==> src/design/rgb_to_yuv420_converter_defines.svh <==
// Assertion macros for the RGB to YUV 4:2:0 converter.
// Included by the top level; no other dependencies.
`ifndef RGB_TO_YUV420_CONVERTER_DEFINES_SVH
`define RGB_TO_YUV420_CONVERTER_DEFINES_SVH

// Condition must hold at every clock edge out of reset.
`define RYC_ASSERT_ALWAYS(label, clk, rst_n, cond) \
	label: assert property (@(posedge clk) disable iff (!rst_n) (cond)) \
		else $error("ryc: invariant violated");

// Consequent must hold in the cycle after the antecedent.
`define RYC_ASSERT_NEXT(label, clk, rst_n, ante, cons) \
	label: assert property (@(posedge clk) disable iff (!rst_n) (ante) |=> (cons)) \
		else $error("ryc: next-cycle check failed");

// Consequent must hold in the same cycle as the antecedent.
`define RYC_ASSERT_IMPLIES(label, clk, rst_n, ante, cons) \
	label: assert property (@(posedge clk) disable iff (!rst_n) (ante) |-> (cons)) \
		else $error("ryc: implication failed");

`endif

==> src/design/ryc_pkg.sv <==
// Shared types, constants and helpers of the RGB to YUV 4:2:0 converter.
// No dependencies; imported by the top level.
`timescale 1ns / 1ps
`default_nettype none

package ryc_pkg;

	// Field and register widths
	localparam int PIX_W  = 8;
	localparam int CFG_W  = 9;
	localparam int PAIR_W = PIX_W + 1;   // sum of two pixels
	localparam int SUM_W  = PIX_W + 2;   // sum of four pixels
	localparam int LINE_W = 3 * PAIR_W;  // one stored pair sum, r/g/b
	localparam int PIXEL_W = 3 * PIX_W;
	localparam int CFG_IDX_W = 1;

	// Size defaults
	localparam int MAX_WIDTH_DEF  = 256;
	localparam int MAX_HEIGHT_DEF = 256;
	localparam int SIZE_RESET     = 256;

	// Luma coefficients, Q16
	localparam int COEF_Y_R = 16839;
	localparam int COEF_Y_G = 33059;
	localparam int COEF_Y_B = 6420;
	localparam int LUMA_BIAS  = (1 << 15) + (16 << 16);
	localparam int LUMA_SHIFT = 16;
	localparam int LPROD_W = 24;
	localparam int LSUM_W  = 25;

	// Chroma coefficients, Q16 applied to four-pixel sums (hence >> 18)
	localparam int COEF_U_R = 9719;    // subtracted
	localparam int COEF_U_G = 19081;   // subtracted
	localparam int COEF_U_B = 28800;
	localparam int COEF_V_R = 28800;
	localparam int COEF_V_G = 24116;   // subtracted
	localparam int COEF_V_B = 4684;    // subtracted
	localparam int UV_BIAS  = 257 << 17;
	localparam int UV_SHIFT = 18;
	localparam int CPROD_W  = 25;
	localparam int ACC_W    = 28;
	localparam int PIX_MAX  = 'hff;

	typedef enum logic [CFG_IDX_W-1:0] {
		REG_IMAGE_WIDTH  = 1'b0,
		REG_IMAGE_HEIGHT = 1'b1
	} cfg_reg_t;

	typedef struct packed {
		logic [PIX_W-1:0] blue;
		logic [PIX_W-1:0] green;
		logic [PIX_W-1:0] red;
	} pixel_t;

	typedef struct packed {
		logic [PAIR_W-1:0] red;
		logic [PAIR_W-1:0] green;
		logic [PAIR_W-1:0] blue;
	} pair_sum_t;

	// Round-down, then clamp to 0..255
	function automatic logic [PIX_W-1:0] clip_uv(input logic signed [ACC_W-1:0] acc);
		logic signed [ACC_W-1:0] t;
		logic [PIX_W-1:0] res;
		t = acc >>> UV_SHIFT;
		if (acc[ACC_W-1]) begin
			res = '0;
		end else if (t > ACC_W'(PIX_MAX)) begin
			res = PIX_W'(PIX_MAX);
		end else begin
			res = t[PIX_W-1:0];
		end
		return res;
	endfunction

endpackage

`default_nettype wire

==> src/design/rgb_to_yuv420_converter.sv <==
// RGB to YUV 4:2:0 converter, BT.601 fixed point, 2x2 chroma averaging.
// Depends on ryc_pkg and rgb_to_yuv420_converter_defines.svh.
//
// Usage:
//   Input stream s_axis: one RGB pixel per transfer in raster order,
//   tdata = {blue, green, red}. Output stream m_axis: one result per pixel,
//   tdata = {chroma_v, chroma_u, luma}, tuser = chroma_valid (set on the
//   bottom-right pixel of each 2x2 block, U/V zero otherwise), tlast = last
//   pixel of the frame. Frame size comes from the cfg port (index 0 width,
//   1 height; 0 acts as 1, above the maximum acts as the maximum); write it
//   only while the block is empty.
//   Each result is registered in stages 1, 2 and 3 before it reaches m_axis.
//   Throughput: one pixel per clock unless m_axis stalls. The line buffer holds
//   pair sums of the even row in a single-port-write, registered-read
//   memory, read at every input transfer and used on odd-row pairs, so no pixel waits on it.
//   Stall: each of the three stages loads when it is empty or its successor
//   loads; bubbles are squeezed out and s_axis_tready falls only when all
//   stages hold data and m_axis_tready is low.
//   Reset: counters and the left-pixel hold clear, sizes return to 256x256,
//   pipeline empties. The line buffer is not cleared and needs no sweep.
`timescale 1ns / 1ps
`default_nettype none
`include "rgb_to_yuv420_converter_defines.svh"

module rgb_to_yuv420_converter #(
	parameter int MAX_WIDTH  = ryc_pkg::MAX_WIDTH_DEF,
	parameter int MAX_HEIGHT = ryc_pkg::MAX_HEIGHT_DEF
) (
	input  wire logic                          clk,
	input  wire logic                          arst_n,
	// configuration
	input  wire logic                          cfg_wr_en,
	input  wire logic [ryc_pkg::CFG_IDX_W-1:0] cfg_index,
	input  wire logic [ryc_pkg::CFG_W-1:0]     cfg_data,
	// pixel input
	input  wire logic                          s_axis_tvalid,
	output logic                               s_axis_tready,
	input  wire logic [23:0]                   s_axis_tdata,  // red, green, blue
	// result output
	output logic                               m_axis_tvalid,
	input  wire logic                          m_axis_tready,
	output logic [23:0]                        m_axis_tdata,  // luma, chroma_u, chroma_v
	output logic                               m_axis_tuser,  // chroma_valid
	output logic                               m_axis_tlast   // frame_last
);
	import ryc_pkg::*;

	localparam int XCNT_W = (MAX_WIDTH > 1) ? $clog2(MAX_WIDTH) : 1;
	localparam int YCNT_W = (MAX_HEIGHT > 1) ? $clog2(MAX_HEIGHT) : 1;
	localparam int WSZ_W  = (CFG_W > XCNT_W + 1) ? CFG_W : XCNT_W + 1;
	localparam int HSZ_W  = (CFG_W > YCNT_W + 1) ? CFG_W : YCNT_W + 1;
	localparam int LINE_DEPTH = (MAX_WIDTH + 1) / 2;
	localparam int LA_W = (LINE_DEPTH > 1) ? $clog2(LINE_DEPTH) : 1;

	// ---------------- configuration ----------------
	logic [CFG_W-1:0] width_q, height_q;

	always_ff @(posedge clk or negedge arst_n) begin
		if (!arst_n) begin
			width_q  <= CFG_W'(SIZE_RESET);
			height_q <= CFG_W'(SIZE_RESET);
		end else if (cfg_wr_en) begin
			unique case (cfg_reg_t'(cfg_index))
				REG_IMAGE_WIDTH:  width_q  <= cfg_data;
				REG_IMAGE_HEIGHT: height_q <= cfg_data;
				default: ;
			endcase
		end
	end

	logic [WSZ_W-1:0] w_eff, w_last;
	logic [HSZ_W-1:0] h_eff, h_last;

	always_comb begin
		if (width_q == '0) begin
			w_eff = WSZ_W'(1);
		end else if (WSZ_W'(width_q) > WSZ_W'(MAX_WIDTH)) begin
			w_eff = WSZ_W'(MAX_WIDTH);
		end else begin
			w_eff = WSZ_W'(width_q);
		end
		if (height_q == '0) begin
			h_eff = HSZ_W'(1);
		end else if (HSZ_W'(height_q) > HSZ_W'(MAX_HEIGHT)) begin
			h_eff = HSZ_W'(MAX_HEIGHT);
		end else begin
			h_eff = HSZ_W'(height_q);
		end
		w_last = w_eff - WSZ_W'(1);
		h_last = h_eff - HSZ_W'(1);
	end

	// ---------------- pipeline control ----------------
	logic valid_s1, valid_s2, valid_s3;
	logic en1, en2, en3, accept;

	assign en3 = !valid_s3 || m_axis_tready;
	assign en2 = !valid_s2 || en3;
	assign en1 = !valid_s1 || en2;
	assign s_axis_tready = en1;
	assign accept = s_axis_tvalid && en1;

	always_ff @(posedge clk or negedge arst_n) begin
		if (!arst_n) begin
			valid_s1 <= 1'b0;
			valid_s2 <= 1'b0;
			valid_s3 <= 1'b0;
		end else begin
			if (en1) valid_s1 <= accept;
			if (en2) valid_s2 <= valid_s1;
			if (en3) valid_s3 <= valid_s2;
		end
	end

	// ---------------- position and pairing ----------------
	logic [XCNT_W-1:0] x_q;
	logic [YCNT_W-1:0] y_q;
	pixel_t            left_q;
	pixel_t            pix;
	logic              last_col, last_row, odd_col, odd_row, have_pair;
	pair_sum_t         pair;
	logic [LA_W-1:0]   line_addr;

	assign pix       = pixel_t'(s_axis_tdata);
	assign last_col  = WSZ_W'(x_q) >= w_last;
	assign last_row  = HSZ_W'(y_q) >= h_last;
	assign odd_col   = x_q[0];
	assign odd_row   = y_q[0];
	assign have_pair = odd_col || last_col;
	assign line_addr = LA_W'(x_q >> 1);

	always_comb begin
		if (odd_col) begin
			pair.red   = PAIR_W'(left_q.red) + PAIR_W'(pix.red);
			pair.green = PAIR_W'(left_q.green) + PAIR_W'(pix.green);
			pair.blue  = PAIR_W'(left_q.blue) + PAIR_W'(pix.blue);
		end else begin
			// lone pixel in the last column: double it
			pair.red   = {pix.red, 1'b0};
			pair.green = {pix.green, 1'b0};
			pair.blue  = {pix.blue, 1'b0};
		end
	end

	always_ff @(posedge clk or negedge arst_n) begin
		if (!arst_n) begin
			x_q    <= '0;
			y_q    <= '0;
			left_q <= '0;
		end else if (accept) begin
			if (!odd_col && !last_col) left_q <= pix;
			if (last_col) begin
				x_q <= '0;
				y_q <= last_row ? '0 : y_q + YCNT_W'(1);
			end else begin
				x_q <= x_q + XCNT_W'(1);
			end
		end
	end

	// ---------------- line buffer ----------------
	logic [LINE_W-1:0] line_mem [LINE_DEPTH];
	pair_sum_t         line_s1;

	always_ff @(posedge clk) begin
		if (accept && have_pair && !odd_row && !last_row) begin
			line_mem[line_addr] <= pair;
		end
		if (accept) begin
			line_s1 <= pair_sum_t'(line_mem[line_addr]);
		end
	end

	// ---------------- stage 1: input register ----------------
	pixel_t    pix_s1;
	pair_sum_t pair_s1;
	logic      cvalid_s1, dbl_s1, flast_s1;

	always_ff @(posedge clk) begin
		if (accept) begin
			pix_s1    <= pix;
			pair_s1   <= pair;
			cvalid_s1 <= have_pair && (odd_row || last_row);
			dbl_s1    <= !odd_row;   // even last row: double the pair
			flast_s1  <= last_col && last_row;
		end
	end

	// ---------------- stage 2: block sums and products ----------------
	logic [SUM_W-1:0]   sr, sg, sb;
	logic [LPROD_W-1:0] ly_r_s2, ly_g_s2, ly_b_s2;
	logic [CPROD_W-1:0] pu_r_s2, pu_g_s2, pu_b_s2, pv_r_s2, pv_g_s2, pv_b_s2;
	logic               cvalid_s2, flast_s2;

	always_comb begin
		if (dbl_s1) begin
			sr = {pair_s1.red, 1'b0};
			sg = {pair_s1.green, 1'b0};
			sb = {pair_s1.blue, 1'b0};
		end else begin
			sr = SUM_W'(line_s1.red) + SUM_W'(pair_s1.red);
			sg = SUM_W'(line_s1.green) + SUM_W'(pair_s1.green);
			sb = SUM_W'(line_s1.blue) + SUM_W'(pair_s1.blue);
		end
	end

	always_ff @(posedge clk) begin
		if (en2 && valid_s1) begin
			ly_r_s2   <= LPROD_W'(pix_s1.red) * LPROD_W'(COEF_Y_R);
			ly_g_s2   <= LPROD_W'(pix_s1.green) * LPROD_W'(COEF_Y_G);
			ly_b_s2   <= LPROD_W'(pix_s1.blue) * LPROD_W'(COEF_Y_B);
			pu_r_s2   <= CPROD_W'(sr) * CPROD_W'(COEF_U_R);
			pu_g_s2   <= CPROD_W'(sg) * CPROD_W'(COEF_U_G);
			pu_b_s2   <= CPROD_W'(sb) * CPROD_W'(COEF_U_B);
			pv_r_s2   <= CPROD_W'(sr) * CPROD_W'(COEF_V_R);
			pv_g_s2   <= CPROD_W'(sg) * CPROD_W'(COEF_V_G);
			pv_b_s2   <= CPROD_W'(sb) * CPROD_W'(COEF_V_B);
			cvalid_s2 <= cvalid_s1;
			flast_s2  <= flast_s1;
		end
	end

	// ---------------- stage 3: sums, clamp, output register ----------------
	logic [LSUM_W-1:0]       lsum;
	logic signed [ACC_W-1:0] acc_u, acc_v;
	logic [PIX_W-1:0]        luma_s3, cu_s3, cv_s3;
	logic                    cvalid_s3, flast_s3;

	always_comb begin
		lsum  = LSUM_W'(ly_r_s2) + LSUM_W'(ly_g_s2) + LSUM_W'(ly_b_s2)
			+ LSUM_W'(LUMA_BIAS);
		acc_u = ACC_W'(pu_b_s2) - ACC_W'(pu_r_s2) - ACC_W'(pu_g_s2) + ACC_W'(UV_BIAS);
		acc_v = ACC_W'(pv_r_s2) - ACC_W'(pv_g_s2) - ACC_W'(pv_b_s2) + ACC_W'(UV_BIAS);
	end

	always_ff @(posedge clk) begin
		if (en3 && valid_s2) begin
			luma_s3   <= lsum[LUMA_SHIFT +: PIX_W];
			cu_s3     <= cvalid_s2 ? clip_uv(acc_u) : '0;
			cv_s3     <= cvalid_s2 ? clip_uv(acc_v) : '0;
			cvalid_s3 <= cvalid_s2;
			flast_s3  <= flast_s2;
		end
	end

	assign m_axis_tvalid = valid_s3;
	assign m_axis_tdata  = {cv_s3, cu_s3, luma_s3};
	assign m_axis_tuser  = cvalid_s3;
	assign m_axis_tlast  = flast_s3;

	// ---------------- assertions ----------------
	`RYC_ASSERT_ALWAYS(a_col_in_range, clk, arst_n, x_q <= XCNT_W'(MAX_WIDTH - 1))
	`RYC_ASSERT_NEXT(a_frame_wrap, clk, arst_n, accept && last_col && last_row,
		x_q == '0 && y_q == '0)
	`RYC_ASSERT_IMPLIES(a_no_chroma_zero, clk, arst_n, m_axis_tvalid && !m_axis_tuser,
		m_axis_tdata[23:8] == '0)

endmodule

`default_nettype wire

==> config.mk <==
export PLATFORM = sky130hd
export DESIGN_NAME = rgb_to_yuv420_converter
export DESIGN_NICKNAME = d
export VERILOG_FILES = /design/src/design/ryc_pkg.sv /design/src/design/rgb_to_yuv420_converter.sv
export VERILOG_INCLUDE_DIRS = /design/src /design/src/design
export SDC_FILE = /design/constraint.sdc
export NUM_CORES = 2
export LEC_CHECK = 0
export BUFFER_PORTS_ARGS = -buffer_cell sky130_fd_sc_hd__buf_2
export CAP_MARGIN = 20
export CORE_MARGIN = 2
export CORE_UTILIZATION = 40
export CTS_CLUSTER_DIAMETER = 100
export DETAILED_ROUTE_END_ITERATION = 8
export HOLD_SLACK_MARGIN = 0.1
export PLACE_DENSITY = 0.54
export RECOVER_POWER = 25
export SYNTH_ARGS = -nofsm -noshare
export SYNTH_HDL_FRONTEND = slang
export SYNTH_SLANG_ARGS = --single-unit
==> constraint.sdc <==
create_clock -name clk -period 9.1 [get_ports clk]
set_clock_uncertainty 0.05 [all_clocks]
set_input_delay 0 -clock clk [delete_from_list [all_inputs] [get_ports clk]]
set_output_delay 0 -clock clk [all_outputs]
set_load 0.05 [all_outputs]
==> results.py <==
metrics = {
    "clock_network": {
        "cts.sinks": 3817,
        "insertion_delay_ns": 1.02,
        "ctsLongestPathBuffers": 4,
        "cts_tree": "done",
        "path_clk_slew_ns": 0.06,
        "post_cts_buffers": 0,
        "ctsRootBufferMaster": "clkbuf_16",
        "numCtsBuffers": 400,
        "htree_num_levels": 5,
    },
    "global_route": {
        "antenna_found_initial": 44,
        "grt_overflow": 0,
        "grt_pass1_wl_um": 741000,
        "grtUsageTotal_pct": 25.6,
        "grt_pass1_vias": 95147,
        "grt_max_degree": 130,
    },
    "sta": {
        "period_share_pct": 88.4,
        "rsz0062_at_grt": "false",
        "slew_headroom_pct": -223,
        "max_freq_mhz": 124,
        "worst_pin_slew_ns": 4.85,
        "hold_viol": 0,
        "tns_ns": 0,
        "setup-violations-final": 0,
        "slew_viol_final": 2098,
        "whs_ns": 0.337,
        "fin_crit_ns": 8.04,
    },
    "synth": {
        "synth_flop_cell": "edfxtp_1",
        "synthArstFlopShare_pct": 1.60,
        "synth_cell_types": 73,
        "synth_warnings": 0,
        "synth_area_per_cell_um2": 16.3,
        "synth-seq-cells": 3817,
        "synth_edf_count": 3756,
        "synth_cells": 9877,
        "ys_seq_area_share_pct": 71.1,
        "netlist_area_um2": 161000,
        "syn-num-nets": 10850,
    },
    "hold_path": {
        "hp-class": "input port to register",
        "hold_depth": 4,
    },
    "setup_path": {
        "reg2regPathDepth": 2,
        "rr_endpoint": "pair_s1[9]$_DFFE_PP_",
        "critPathSlowestCell": "and2_0",
        "r2r_start": "x_q[0]$_DFFE_PN0P_",
        "crit_chain": "and2_0 -> clkbuf_1",
        "critPathMaxFanout": 66,
        "crit_path_end": "pair_s1[9]$_DFFE_PP_",
        "rrSetupSlack_ns": 1.06,
        "endpoint_kind": "register",
        "worst_setup_path_start_kind": "register",
        "worst-setup-path-type": "register to register",
        "arrival_ns": 8.24,
        "slowest_delay_ns": 3.17,
        "required_ns": 9.29,
        "cp-startpoint": "x_q[0]$_DFFE_PN0P_",
    },
    "detailed_routing": {
        "drtIter0Drc": 12714,
        "drc": 0,
        "antenna_left": 0,
        "vias_per_cell": 6.06,
        "drt-total-wl_um": 531000,
        "routedWlPerCell_um": 33.4,
        "vias": 96470,
        "dr.pass1.iters": 8,
    },
    "cells_and_area": {
        "multiInputGateArea_um2": 44100,
        "layout-drive-gt1-share_pct": 12.4,
        "seqCellArea_um2": 114000,
        "fillers": 34279,
        "final_util_pct": 46.0,
        "fin_area_um2": 184000,
        "layout.nets": 11254,
        "syn2layout_area_growth_pct": 14.4,
    },
    "die": {
        "die_area_um2": 407000,
        "placeableCoreArea_um2": 400000,
        "dieHeight_um": 638,
        "start_util_pct": 40.2,
        "row_count": 232,
        "die_x_um": 638,
        "io_pins": 67,
    },
    "placed_design": {
        "placed_area_um2": 170000,
        "io_buffers": 66,
        "gp_congestion": 0.895,
        "hpwl_um": 324000,
    },
    "outcome": {
        "status": "finished with violations",
        "violations": "capacitance limit, slew limit",
    },
    "run": {
        "cap_violations": 36,
    },
}
## logic make-up after synthesis
| family | Yosys count | synth area share (%) |
|---|---|---|
| flops | 3817 | 71.1 |
| mux | 324 | 2.51 |
| compound gates | 2507 | 11.5 |
| xor+xnor | 245 | 1.33 |
| buf+inv | 964 | 2.28 |
| simple gates | 1086 | 3.15 |
| fa+ha+maj | 934 | 8.18 |
## timing repair
item,4_1_cts,5_1_grt
endpoints found under the hold margin,1789,0
hold buffers,86,0
endpoints found under the setup margin,0,0
resized for setup,0,0
## registers in the layout (all words and copies together) (netlist names), 8 cells and up
signal    count
pu_r_s2      23
pv_b_s2      21
cu_s3         8
pu_g_s2      25
line_mem   3456
ly_r_s2      23
ly_b_s2      19
pix_s1       24
left_q       24
width_q       9
luma_s3       8
pv_g_s2      21
line_s1      27
pv_r_s2      18
pu_b_s2      17
x_q           8
cv_s3         8
ly_g_s2      24
y_q           8
pair_s1      27
height_q      9
## metrics by stage
stage | setup slack [ns] | cells
after detailed placement | 1.14 | 15048
after global routing | 0.684 | 15888
after CTS | 1.13 | 15870
final | 1.06 | 15908
after floorplan | 1.79 | 9877
after global placement | 1.01 | 15024
## synthesized netlist by cell type, types with 13 or more instances
library cell	n	area, µm²
nand2b_1	43	269
a21o_1	78	586
buf_2	40	200
o21a_1	45	338
fa_1	196	3920
a22o_1	173	1520
and2_1	17	106
nor2_1	399	1500
dfrtp_1	59	1480
clkbuf_1	311	1170
a22oi_1	837	6280
nand3_1	75	375
mux4_2	45	1010
o211ai_1	42	315
ha_1	738	9230
a311oi_1	13	114
nand2_1	245	920
buf_1	133	499
inv_1	477	1790
nor2b_1	44	275
a21oi_1	303	1520
o21bai_1	36	270
mux2i_1	91	911
and3_1	14	87.6
o21ai_0	194	971
a221oi_1	274	2400
a31oi_1	156	976
a41oi_1	76	666
nand4_1	93	582
mux2_2	188	2120
nor4_1	38	238
edfxtp_1	3756	113000
xnor2_1	178	1560
or2_2	15	93.8
nor3_1	61	305
o22ai_1	25	156
xor2_1	67	587
o2111ai_1	21	184
a211oi_1	45	338
a222oi_1	98	981
## layout make-up
| type | count | area share, % |
|---|---|---|
| Sequential cell | 3817 | 62.1 |
| Tap cell | 5265 | 3.58 |
| Clock buffer | 478 | 5.62 |
| Multi-Input combinational cell | 5096 | 23.9 |
| Clock inverter | 258 | 1.36 |
| Inverter | 480 | 0.981 |
| Timing Repair Buffer | 486 | 2.34 |
| Antenna cell | 28 | 0.0381 |
## worst max-delay path: cells and delay by family, from the launching register on
| kind | cells | cell delay (ns) |
|---|---|---|
| buf+inv | 1 | 2.41 |
| flops | 1 | 1.41 |
| simple gates | 1 | 3.17 |
## cell usage in the layout, fill, tap and decap left out, types with 75 or more instances in the layout
cell type	Yosys	routed
clkbuf_16	0	401
clkinv_1	2	109
ha_1	738	738
a21o_1	78	78
a222oi_1	98	98
clkbuf_1	311	147
nand2_1	245	233
a31oi_1	156	152
o21ai_0	194	185
mux2i_1	91	91
mux2_2	188	170
nor2_1	399	254
a221oi_1	274	273
nor2_4	0	118
dlygate4sd3_1	0	85
nand3_1	75	75
nand4_1	93	93
fa_1	196	196
xnor2_1	178	178
a22o_1	173	173
buf_4	0	255
a22oi_1	837	837
inv_1	477	475
a41oi_1	76	75
a21oi_1	303	300
edfxtp_1	3756	3756
## worst min path at each step
| stage | slack, ns | startpoint | end |
|---|---|---|---|
| 2_1_floorplan | -0.35 | arst_n | height_q[0]$_DFFE_PN0P_ |
| 3_3_place_gp | 0.13 | arst_n | valid_s1$_DFFE_PN0N_ |
| 3_5_place_dp | 0.14 | arst_n | valid_s1$_DFFE_PN0N_ |
| 4_1_cts | 0.28 | cfg_data[0] | width_q[0]$_DFFE_PN0P_ |
| 5_1_grt | 0.34 | cfg_data[1] | height_q[1]$_DFFE_PN0P_ |
| 6_report | 0.34 | cfg_data[4] | height_q[4]$_DFFE_PN0P_ |
## per-layer routing
metal	track usage (%)	wire length (µm)	part of all wire, %	vias up
met4	11.2	26700	5.0	8
met1	34.4	208000	39	49911
met5	0	54	0.010	-
li1	-	-	-	40552
met2	40.6	244000	46	5061
met3	5.04	52200	9.8	938
Power is left out: the tool's default activity adds up to more than one toggle a clock period on the data nets, which glitch-free logic cannot reach.
